`config.mk`:
```
export PLATFORM = sky130hd
export DESIGN_NAME = checksum_frame_builder_unit
export DESIGN_NICKNAME = d
export VERILOG_FILES = /design/src/design/cfb_pkg.sv /design/src/design/cfb_front.sv /design/src/design/cfb_queue.sv /design/src/design/cfb_back.sv /design/src/design/checksum_frame_builder_unit.sv
export SDC_FILE = /design/constraint.sdc
export NUM_CORES = 1
export LEC_CHECK = 0
export ABC_CLOCK_PERIOD_IN_PS = 3900
export BUFFER_PORTS_ARGS = -buffer_cell sky130_fd_sc_hd__buf_2
export CORE_MARGIN = 2
export CORE_UTILIZATION = 38
export CTS_BUF_LIST = sky130_fd_sc_hd__clkbuf_8
export DETAILED_ROUTE_END_ITERATION = 6
export SLEW_MARGIN = 20
export SYNTH_ARGS = -nofsm -noshare
export SYNTH_HDL_FRONTEND = slang
export SYNTH_SLANG_ARGS = --single-unit
```
`constraint.sdc`:
```
create_clock -name clk -period 3.9 [get_ports clk]
set_input_delay 0.39 -clock clk [delete_from_list [all_inputs] [get_ports clk]]
set_output_delay 0.39 -clock clk [all_outputs]
set_load 0.02 [all_outputs]
```
`src/design/cfb_pkg.sv`:
```
`timescale 1ns / 1ps
// Shared types and constants for the checksum frame builder.
// No dependencies; every other design file imports this package.
package cfb_pkg;

  localparam int          ByteW        = 8;
  localparam logic [7:0]  MaxPayload   = 8'd249;
  localparam logic [7:0]  FrameOverhead = 8'd6;
  localparam int          QueueDepth   = 4;
  localparam int          QueuePtrW    = $clog2(QueueDepth);
  localparam int          QueueCntW    = $clog2(QueueDepth + 1);

  // Configuration register indexes
  localparam logic [1:0] REG_NODE_ADDRESS = 2'd0;
  localparam logic [1:0] REG_HEADER_START = 2'd1;
  localparam logic [1:0] REG_TEXT_START   = 2'd2;

  typedef struct packed {
    logic [7:0] dest_address;
    logic [7:0] payload_len;
    logic [7:0] data_byte;
  } in_item_t;

  typedef struct packed {
    logic [7:0] out_byte;
    logic       frame_end;
    logic       length_error;
  } out_item_t;

  typedef struct packed {
    logic [7:0] node_address;
    logic [7:0] header_start_code;
    logic [7:0] text_start_code;
  } cfg_regs_t;

  typedef enum logic [1:0] {
    CMD_ERROR,
    CMD_START,
    CMD_DATA
  } cmd_kind_t;

  // One classified input item, as queued between front and back
  typedef struct packed {
    cmd_kind_t  kind;
    logic       ping;       // start of a frame with no payload
    logic       last;       // checksum follows this item's data byte
    logic [7:0] dest;
    logic [7:0] frame_len;  // payload length plus overhead
    logic [7:0] data;
  } cmd_t;

  typedef enum logic [2:0] {
    PH_SOH,
    PH_LEN,
    PH_SRC,
    PH_DST,
    PH_STX,
    PH_DATA,
    PH_CHK
  } phase_t;

endpackage

```
`src/design/cfb_front.sv`:
```
`timescale 1ns / 1ps
// Front end: classifies each accepted input item against the frame state.
// Depends on cfb_pkg.
module cfb_front import cfb_pkg::*; (
  input  logic     clk,
  input  logic     rst,
  input  logic     accept,
  input  in_item_t item,
  output cmd_t     cmd
);

  logic       in_frame;
  logic       in_frame_next;
  logic [7:0] bytes_left;
  logic [7:0] bytes_left_next;

  // Classify the item and work out the frame state that follows it
  always_comb begin
    cmd.dest      = item.dest_address;
    cmd.frame_len = item.payload_len + FrameOverhead;
    cmd.data      = item.data_byte;
    cmd.ping      = 1'b0;
    cmd.last      = 1'b0;
    in_frame_next   = in_frame;
    bytes_left_next = bytes_left;
    if (in_frame) begin
      cmd.kind        = CMD_DATA;
      cmd.last        = (bytes_left == 8'd1);
      bytes_left_next = bytes_left - 8'd1;
      in_frame_next   = (bytes_left != 8'd1);
    end else if (item.payload_len > MaxPayload) begin
      cmd.kind = CMD_ERROR;
    end else begin
      cmd.kind        = CMD_START;
      cmd.ping        = (item.payload_len == 8'd0);
      cmd.last        = (item.payload_len == 8'd1);
      bytes_left_next = item.payload_len - 8'd1;
      in_frame_next   = (item.payload_len > 8'd1);
    end
  end

  // Advance frame state on each transfer
  always_ff @(posedge clk) begin
    if (rst) begin
      in_frame   <= 1'b0;
      bytes_left <= '0;
    end else if (accept) begin
      in_frame   <= in_frame_next;
      bytes_left <= bytes_left_next;
    end
  end

endmodule

```
`src/design/cfb_queue.sv`:
```
`timescale 1ns / 1ps
// Short command queue between the front and back ends.
// Depends on cfb_pkg.
module cfb_queue import cfb_pkg::*; (
  input  logic clk,
  input  logic rst,
  input  logic push,
  input  cmd_t push_cmd,
  input  logic pop,
  output logic full,
  output logic head_valid,
  output cmd_t head_cmd
);

  cmd_t                 mem [QueueDepth];
  logic [QueuePtrW-1:0] wr_ptr;
  logic [QueuePtrW-1:0] rd_ptr;
  logic [QueueCntW-1:0] count;

  assign full       = (count == QueueCntW'(QueueDepth));
  assign head_valid = (count != '0);
  assign head_cmd   = mem[rd_ptr];

  // Write the entry
  always_ff @(posedge clk) begin
    if (push) begin
      mem[wr_ptr] <= push_cmd;
    end
  end

  // Move pointers and occupancy
  always_ff @(posedge clk) begin
    if (rst) begin
      wr_ptr <= '0;
      rd_ptr <= '0;
      count  <= '0;
    end else begin
      if (push) begin
        wr_ptr <= wr_ptr + 1'b1;
      end
      if (pop) begin
        rd_ptr <= rd_ptr + 1'b1;
      end
      if (push && !pop) begin
        count <= count + 1'b1;
      end else if (pop && !push) begin
        count <= count - 1'b1;
      end
    end
  end

endmodule

```
`src/design/cfb_back.sv`:
```
`timescale 1ns / 1ps
// Back end: expands queued commands into frame bytes, keeps the running sum
// and holds the output register. Depends on cfb_pkg.
module cfb_back import cfb_pkg::*; (
  input  logic      clk,
  input  logic      rst,
  input  cfg_regs_t cfg,
  input  logic      head_valid,
  input  cmd_t      head_cmd,
  output logic      pop,
  output logic      out_valid,
  input  logic      out_stall,
  output out_item_t out_item
);

  phase_t     phase;
  phase_t     phase_next;
  phase_t     cur;
  logic [7:0] running_sum;
  logic [7:0] running_sum_next;
  logic       adv;
  out_item_t  item_next;

  // Emit when the output slot is free or being drained
  assign adv = head_valid && (!out_valid || !out_stall);

  // Select the byte for this phase and the phase that follows
  always_comb begin
    cur = phase;
    if (head_cmd.kind == CMD_DATA && phase == PH_SOH) begin
      cur = PH_DATA;
    end
    item_next        = '{out_byte: '0, frame_end: 1'b0, length_error: 1'b0};
    phase_next       = phase;
    running_sum_next = running_sum;
    pop              = 1'b0;
    if (head_cmd.kind == CMD_ERROR) begin
      item_next = '{out_byte: '0, frame_end: 1'b1, length_error: 1'b1};
      pop       = adv;
    end else begin
      case (cur)
        PH_SOH: begin
          item_next.out_byte = cfg.header_start_code;
          phase_next         = PH_LEN;
        end
        PH_LEN: begin
          item_next.out_byte = head_cmd.frame_len;
          phase_next         = PH_SRC;
        end
        PH_SRC: begin
          item_next.out_byte = cfg.node_address;
          phase_next         = PH_DST;
        end
        PH_DST: begin
          item_next.out_byte = head_cmd.dest;
          phase_next         = PH_STX;
        end
        PH_STX: begin
          item_next.out_byte = cfg.text_start_code;
          phase_next         = head_cmd.ping ? PH_CHK : PH_DATA;
        end
        PH_DATA: begin
          item_next.out_byte = head_cmd.data;
          if (head_cmd.last) begin
            phase_next = PH_CHK;
          end else begin
            phase_next = PH_SOH;
            pop        = adv;
          end
        end
        PH_CHK: begin
          item_next.out_byte  = 8'd0 - running_sum;
          item_next.frame_end = 1'b1;
          phase_next          = PH_SOH;
          pop                 = adv;
        end
        default: begin
          phase_next = PH_SOH;
        end
      endcase
      // Start the sum afresh on the header's first byte
      running_sum_next = (cur == PH_SOH) ? item_next.out_byte
                                         : running_sum + item_next.out_byte;
    end
  end

  // Phase register
  always_ff @(posedge clk) begin
    if (rst) begin
      phase <= PH_SOH;
    end else if (adv) begin
      phase <= phase_next;
    end
  end

  // Running sum of bytes sent in the frame
  always_ff @(posedge clk) begin
    if (adv) begin
      running_sum <= running_sum_next;
    end
  end

  // Output register: hold while stalled, drop after transfer
  always_ff @(posedge clk) begin
    if (rst) begin
      out_valid <= 1'b0;
    end else if (adv) begin
      out_valid <= 1'b1;
    end else if (!out_stall) begin
      out_valid <= 1'b0;
    end
  end

  always_ff @(posedge clk) begin
    if (adv) begin
      out_item <= item_next;
    end
  end

endmodule

```
`src/design/checksum_frame_builder_unit.sv`:
```
`timescale 1ns / 1ps
// Frame builder with two's complement sum checksum: top level.
// An item passes the queue, then the output register. Throughput: one result
// byte per cycle unless stalled or the queue is empty; a frame's first item gives
// the header, its data byte and/or checksum; later items data (last: checksum too).
// Reset: synchronous rst clears frame state, queue and output; registers get
// node_address 0, header_start_code 1, text_start_code 2. Depends on cfb_pkg.
module checksum_frame_builder_unit import cfb_pkg::*; (
  input  logic       clk,
  input  logic       rst,
  input  logic       in_valid,
  output logic       in_stall,
  input  in_item_t   in_item,
  output logic       out_valid,
  input  logic       out_stall,
  output out_item_t  out_item,
  input  logic       cfg_valid,
  output logic       cfg_ready,
  input  logic [1:0] cfg_index,
  input  logic [7:0] cfg_data
);

  cfg_regs_t cfg;
  logic      accept;
  logic      q_full;
  logic      head_valid;
  logic      pop;
  cmd_t      front_cmd;
  cmd_t      head_cmd;

  assign cfg_ready = 1'b1;
  assign in_stall  = q_full;
  assign accept    = in_valid && !q_full;

  // Configuration registers
  always_ff @(posedge clk) begin
    if (rst) begin
      cfg <= '{node_address: 8'd0, header_start_code: 8'd1, text_start_code: 8'd2};
    end else if (cfg_valid && cfg_ready) begin
      case (cfg_index)
        REG_NODE_ADDRESS: cfg.node_address      <= cfg_data;
        REG_HEADER_START: cfg.header_start_code <= cfg_data;
        REG_TEXT_START:   cfg.text_start_code   <= cfg_data;
        default: begin
        end
      endcase
    end
  end

  cfb_front u_front (
    .clk    (clk),
    .rst    (rst),
    .accept (accept),
    .item   (in_item),
    .cmd    (front_cmd)
  );

  cfb_queue u_queue (
    .clk        (clk),
    .rst        (rst),
    .push       (accept),
    .push_cmd   (front_cmd),
    .pop        (pop),
    .full       (q_full),
    .head_valid (head_valid),
    .head_cmd   (head_cmd)
  );

  cfb_back u_back (
    .clk        (clk),
    .rst        (rst),
    .cfg        (cfg),
    .head_valid (head_valid),
    .head_cmd   (head_cmd),
    .pop        (pop),
    .out_valid  (out_valid),
    .out_stall  (out_stall),
    .out_item   (out_item)
  );

endmodule

```
# Word level (Yosys, flattened, before mapping)
# Memories as Yosys holds them, arrays and structs flattened. A register that Yosys moved wholly into a read port is not among the register bits.
# Index checks and enable logic that the tools add are counted.
[word_totals]
mem_bits_rw = 112
n_memories = 1
regBits = 62
input_bits = 39
[classes]
n_lt_le_gt_ge = 2
eq_ne = 15
n_reduce_logical = 23
add_sub_neg = 9
bitwise = 1
n_mux = 29
[memory_table]
columns = ["memory", "depth", "word_bits", "rd", "rd_clocked_by_memory_dff", "write_ports", "line", "text"]
rows = [
  ["u_queue.mem", 4, 28, 1, 1, 1, "cfb_queue.sv:15", "cmd_t mem [QueueDepth];"],
]
[ops]
columns = ["cell", "n"]
rows = [
  ["$pmux 8 s7", 1],
  ["$mux 8", 4],
  ["$pmux 3 s6", 1],
  ["$eq 8x1->1 const B", 2],
  ["$sub 8x1->8 const B", 2],
  ["$mux 1", 13],
  ["$eq 3x3->1 const B", 4],
  ["$mux 3", 4],
  ["$mux 2", 5],
  ["$reduce_and 2->1", 5],
  ["$add 8x3->8 const B", 1],
  ["$add 8x8->8", 1],
  ["$gt 8x1->1 const B", 1],
  ["$gt 8x8->1 const B", 1],
  ["$logic_not 8->1", 1],
  ["$ne 8x1->1 const B", 1],
  ["$sub 1x8->8 const A", 1],
  ["$eq 3x2->1 const B", 2],
  ["$logic_not 3->1", 2],
  ["$logic_and 1x1->1", 5],
  ["$logic_not 1->1", 5],
  ["$add 2x1->2 const B", 2],
  ["$eq 2x2->1 const B", 2],
  ["$logic_not 2->1", 2],
  ["10 further kinds", 11],
]

# Longest topological paths before layout
[depth]
depth_word = 9
depth_mapped = 17
ltp_nobuf = 15

# Cells and area by module
# A second synthesis with hierarchy kept.
[unflattened]
cells_unflattened = 625
area_unflattened_um2 = 8394.3
[modules_own_cells]
columns = ["mod", "area_per_inst_um2", "n_inst", "cells_each"]
rows = [
  ["cfb_queue", 4520.6, 1, 190],
  ["cfb_back", 1826.8, 1, 203],
  ["cfb_front", 1033.5, 1, 136],
  ["checksum_frame_builder_unit", 1013.5, 1, 96],
]

# Least setup slack after synthesis
# Ideal clock, no wire load.
[synth_timing]
path_type = "reg2reg"
from = "reg (tool-made name)"
to = "reg u_back.running_sum[7], data pin"
setup_slack_ns = 0.278
synth_period_minus_slack_ns = 3.622
t_required_ns = 3.631
setup_ns = 0.269
t_arrival_ns = 3.353
stages_incl_launch_ff = 15
path_cell_list = "dfxtp_1 > buf_2 > buf_4 > mux4_2 > mux2i_1 > o22ai_1 > a221oi_2 > inv_1 > ha_1 > a21oi_1 > o21ai_0 > o41ai_1 > mux2i_1 > a2111oi_4 > xor2_1"
[synth_lines]
columns = ["element", "line", "text"]
rows = [
  ["end signal: assignment", "cfb_back.sv:99", "running_sum <= running_sum_next;"],
  ["end: declaration", "cfb_back.sv:19", "logic [7:0] running_sum;"],
]

==> load_flow_metrics.sql <==
INSERT INTO impl_metrics (metric_group, metric, value, unit) VALUES
('outcome', 'run_status', 'complete, no violations', ''),
('global_route', 'grt_remaining_overflow', '0', ''),
('cts', 'deepest_clock_path_buffer_count', '2', ''),
('place', 'placed_cell_area', '8620', 'um^2'),
('synth', 'synth_warnings', '0', ''),
('timing', 'timing.fmax', '274', 'MHz'),
('place', 'port-buffer-count', '50', ''),
('floorplanning', 'effective_utilization_at_floorplan', '38.4', '%'),
('setup_path', 'r2r_cells', '13', ''),
('synth', 'synth.top_cell.area_share', '48.7', '%'),
('place', 'gp_congestion', '0.818', ''),
('power_and_ir_drop', 'p_per_area', '645', 'nW/um^2'),
('power_and_ir_drop', 'total_power', '5.84', 'mW'),
('cts', 'clock-sinks', '176', ''),
('timing', 'finalWorstPathRequiredPeriod', '3.65', 'ns'),
('setup_path', 'capturing_point_of_the_worst_reg2reg_path', 'u_back.running_sum[7]', ''),
('timing', 'worst_slew_pin_slew', '0.912', 'ns'),
('synth', 'synth.top_cells.by_count', 'sky130_fd_sc_hd__edfxtp_1, sky130_fd_sc_hd__nor2_1, sky130_fd_sc_hd__dfxtp_1', ''),
('setup_path', 'critical_path_fanout_max', '18', ''),
('detailed_routing', 'route.antenna.remaining_nets', '0', ''),
('setup_path', 'worstSetupEndpoint', 'u_back.running_sum[7]', ''),
('setup_path', 'start_kind', 'register', ''),
('detailed_routing', 'vias', '4932', ''),
('place', 'dp.final_hpwl', '11700', 'um'),
('final_layout', 'postLayoutCellArea', '9060', 'um^2'),
('detailed_routing', 'wl_per_cell', '17.9', 'um'),
('cts', 'clk_pin_slew_worst_paths', '0.10', 'ns'),
('floorplanning', 'die_h', '149', 'um'),
('setup_path', 'endpoint_arrival_time_on_the_critical_path', '3.84', 'ns'),
('synth', 'xor_xnor_cell_area_share_of_the_yosys_netlist', '2.62', '%'),
('synth', 'synth_sequential_area_ratio', '60.2', '%'),
('cts', 'cts_inserted_buffers', '17', ''),
('worst_hold_path', 'timing.hold.worst.class', 'input pin to register', ''),
('floorplanning', 'design.die.area', '22300', 'um^2'),
('synth', 'adder_cell_area_share_of_the_yosys_netlist', '3.62', '%'),
('setup_path', 'kind_of_cell_adding_the_most_delay_to_the_critical_path', 'compound AO/OA/AOI/OAI gates', ''),
('final_layout', 'final_core_density', '43.4', '%'),
('final_layout', 'n_antenna_cell', '0', ''),
('power_and_ir_drop', 'worst_ir_drop_vdd', '329', 'uV'),
('synth', 'syn_area_per_cell', '13.4', 'um^2'),
('place', 'place_inst', '913', ''),
('cts', 'cts_htree_levels', '4', ''),
('synth', 'syn_area', '8010', 'um^2'),
('synth', 'synthDominantAreaCellType', 'sky130_fd_sc_hd__edfxtp_1', ''),
('timing', 'final-setup-viol-count', '0', ''),
('cts', 'cts.hold.buffers_added', '0', ''),
('power_and_ir_drop', 'p_leak', '3.27', 'nW'),
('timing', 'finalHoldViolCount', '0', ''),
('setup_path', 'worst-endpoint-required', '4.09', 'ns'),
('synth', 'yosys.cell_types.count', '60', ''),
('synth', 'synth_top_family_by_area', 'multiplexers', ''),
('floorplanning', 'die_x', '149', 'um'),
('worst_hold_path', 'timing.hold.worst.start', 'in_item[2]', ''),
('setup_path', 'setup.worst_path.class', 'register to register', ''),
('synth', 'ffs_latches_synth', '176', ''),
('setup_path', 'regToRegSetupSlack', '0.25', 'ns'),
('global_route', 'global_route.usage.total', '15.7', '%'),
('cts', 'number_of_buffers_inserted_by_post_cts_setup_repair', '0', ''),
('job', 'timing.max_cap.violations', '0', ''),
('final_layout', 'drive_above_1_share', '21.3', '%'),
('timing', 'timing.max_slew.rel_slack', '39.1', '%'),
('timing', 'report.final.slew_viol_count', '0', ''),
('timing', 'timing.clock.skew', '0.0141', 'ns'),
('setup_path', 'path_buf_inv', '1', ''),
('cts', 'tritoncts', 'yes', ''),
('detailed_routing', 'via_per_inst', '5.22', ''),
('timing', 'worst_hold_slack', '0.137', 'ns'),
('final_layout', 'design.final.nets', '719', ''),
('synth', 'synth_compound_gate_area_share', '8.11', '%'),
('global_route', 'first_pass_grt_wire_length', '26500', 'um'),
('setup_path', 'crit_path_max_incr_delay', '0.56', 'ns');
cells in the final DEF (no fill, tap or decap), types with 3 or more instances in the layout:
cell type                  count
sky130_fd_sc_hd__inv_1        23
sky130_fd_sc_hd__mux2_2        7
sky130_fd_sc_hd__xnor2_1      10
sky130_fd_sc_hd__clkbuf_8     17
sky130_fd_sc_hd__xor2_1       14
sky130_fd_sc_hd__nor2b_1      13
sky130_fd_sc_hd__nor3b_1       4
sky130_fd_sc_hd__a22oi_1       4
sky130_fd_sc_hd__dfxtp_1      45
sky130_fd_sc_hd__a31oi_1       5
sky130_fd_sc_hd__buf_4        16
sky130_fd_sc_hd__nand4_1       3
sky130_fd_sc_hd__nand2b_1      5
sky130_fd_sc_hd__nor3_1        7
sky130_fd_sc_hd__a211oi_1      4
sky130_fd_sc_hd__nand3_1       6
sky130_fd_sc_hd__a21boi_0      3
sky130_fd_sc_hd__buf_2        50
sky130_fd_sc_hd__or3_1         4
sky130_fd_sc_hd__mux2i_1      36
sky130_fd_sc_hd__edfxtp_1    130
sky130_fd_sc_hd__o31ai_1       3
sky130_fd_sc_hd__o21a_1        7
sky130_fd_sc_hd__and2_1        5
sky130_fd_sc_hd__a21oi_1      21
sky130_fd_sc_hd__mux4_2       26
sky130_fd_sc_hd__nand2_1      38
sky130_fd_sc_hd__inv_8         5
sky130_fd_sc_hd__nor2_1       52
sky130_fd_sc_hd__ha_1         20
sky130_fd_sc_hd__inv_6         3
sky130_fd_sc_hd__o21ai_0      25
sky130_fd_sc_hd__o22ai_1       5
sky130_fd_sc_hd__nand3b_1      5
sky130_fd_sc_hd__a221oi_1      3
worst min path at each step:
stage                              end  cells after the start
finish               u_queue.mem[1][2]                      1
global route        u_queue.mem[2][19]                      1
CTS                  u_queue.mem[2][2]                      1
detailed placement              cfg[1]                      1
global placement                cfg[1]                      1
floorplan                       cfg[1]                      1
final cells by class:
cell class / instances / area (um^2)
Timing Repair Buffer: 69 / 427
Multi-Input combinational cell: 371 / 2970
Inverter: 23 / 86.3
Sequential cell: 176 / 4830
Clock inverter: 14 / 170
Tap cell: 275 / 344
Fill cell: 1893 / 11800
Clock buffer: 17 / 234
where the power goes:
part / leakage, nW / internal [mW] / switching [mW]
combinational: 1.48 / 0.832 / 1.12
clock: 0.202 / 0.541 / 0.731
sequential: 1.58 / 2.40 / 0.216
worst reg2reg max path, cell delays in order (launching register included):
cell and delay, ns:
sky130_fd_sc_hd__dfxtp_4 0.42, sky130_fd_sc_hd__mux4_2 0.56, sky130_fd_sc_hd__nand2b_4 0.18, sky130_fd_sc_hd__nor2b_1 0.14
sky130_fd_sc_hd__buf_6 0.17, sky130_fd_sc_hd__a221oi_1 0.37, sky130_fd_sc_hd__nand2_1 0.10, sky130_fd_sc_hd__ha_1 0.20
sky130_fd_sc_hd__a21oi_1 0.18, sky130_fd_sc_hd__o21ai_0 0.20, sky130_fd_sc_hd__o41ai_2 0.32, sky130_fd_sc_hd__mux2i_1 0.35
sky130_fd_sc_hd__a2111oi_4 0.06, sky130_fd_sc_hd__xor2_1 0.15
registers in the layout (all words and copies together) (netlist names), 3 cells and up, named ones only:
| register | flops |
|---|---|
| cfg | 24 |
| u_back.running_sum | 8 |
| u_queue.mem | 112 |
| u_back.out_item | 10 |
| u_front.bytes_left | 8 |
| u_queue.count | 3 |
| u_back.phase | 3 |
cell families after synthesis:
kind of cell | Yosys count
buf+inv | 53
mux | 69
simple gates | 158
compound gates | 97
other cells | 1
xor+xnor | 24
fa+ha+maj | 22
flops | 176
layer usage:
metal / track usage [%] / part of all wire [%] / wire length, um / up-vias
met5: 0 / 0 / 0 / -
met4: 4.43 / 1.0 / 173 / 0
met3: 3.49 / 3.7 / 617 / 11
met2: 26.2 / 50 / 8450 / 99
met1: 20.5 / 45 / 7660 / 2466
li1: - / - / - / 2356
No activity file was read; power rests on OpenSTA's default activity.
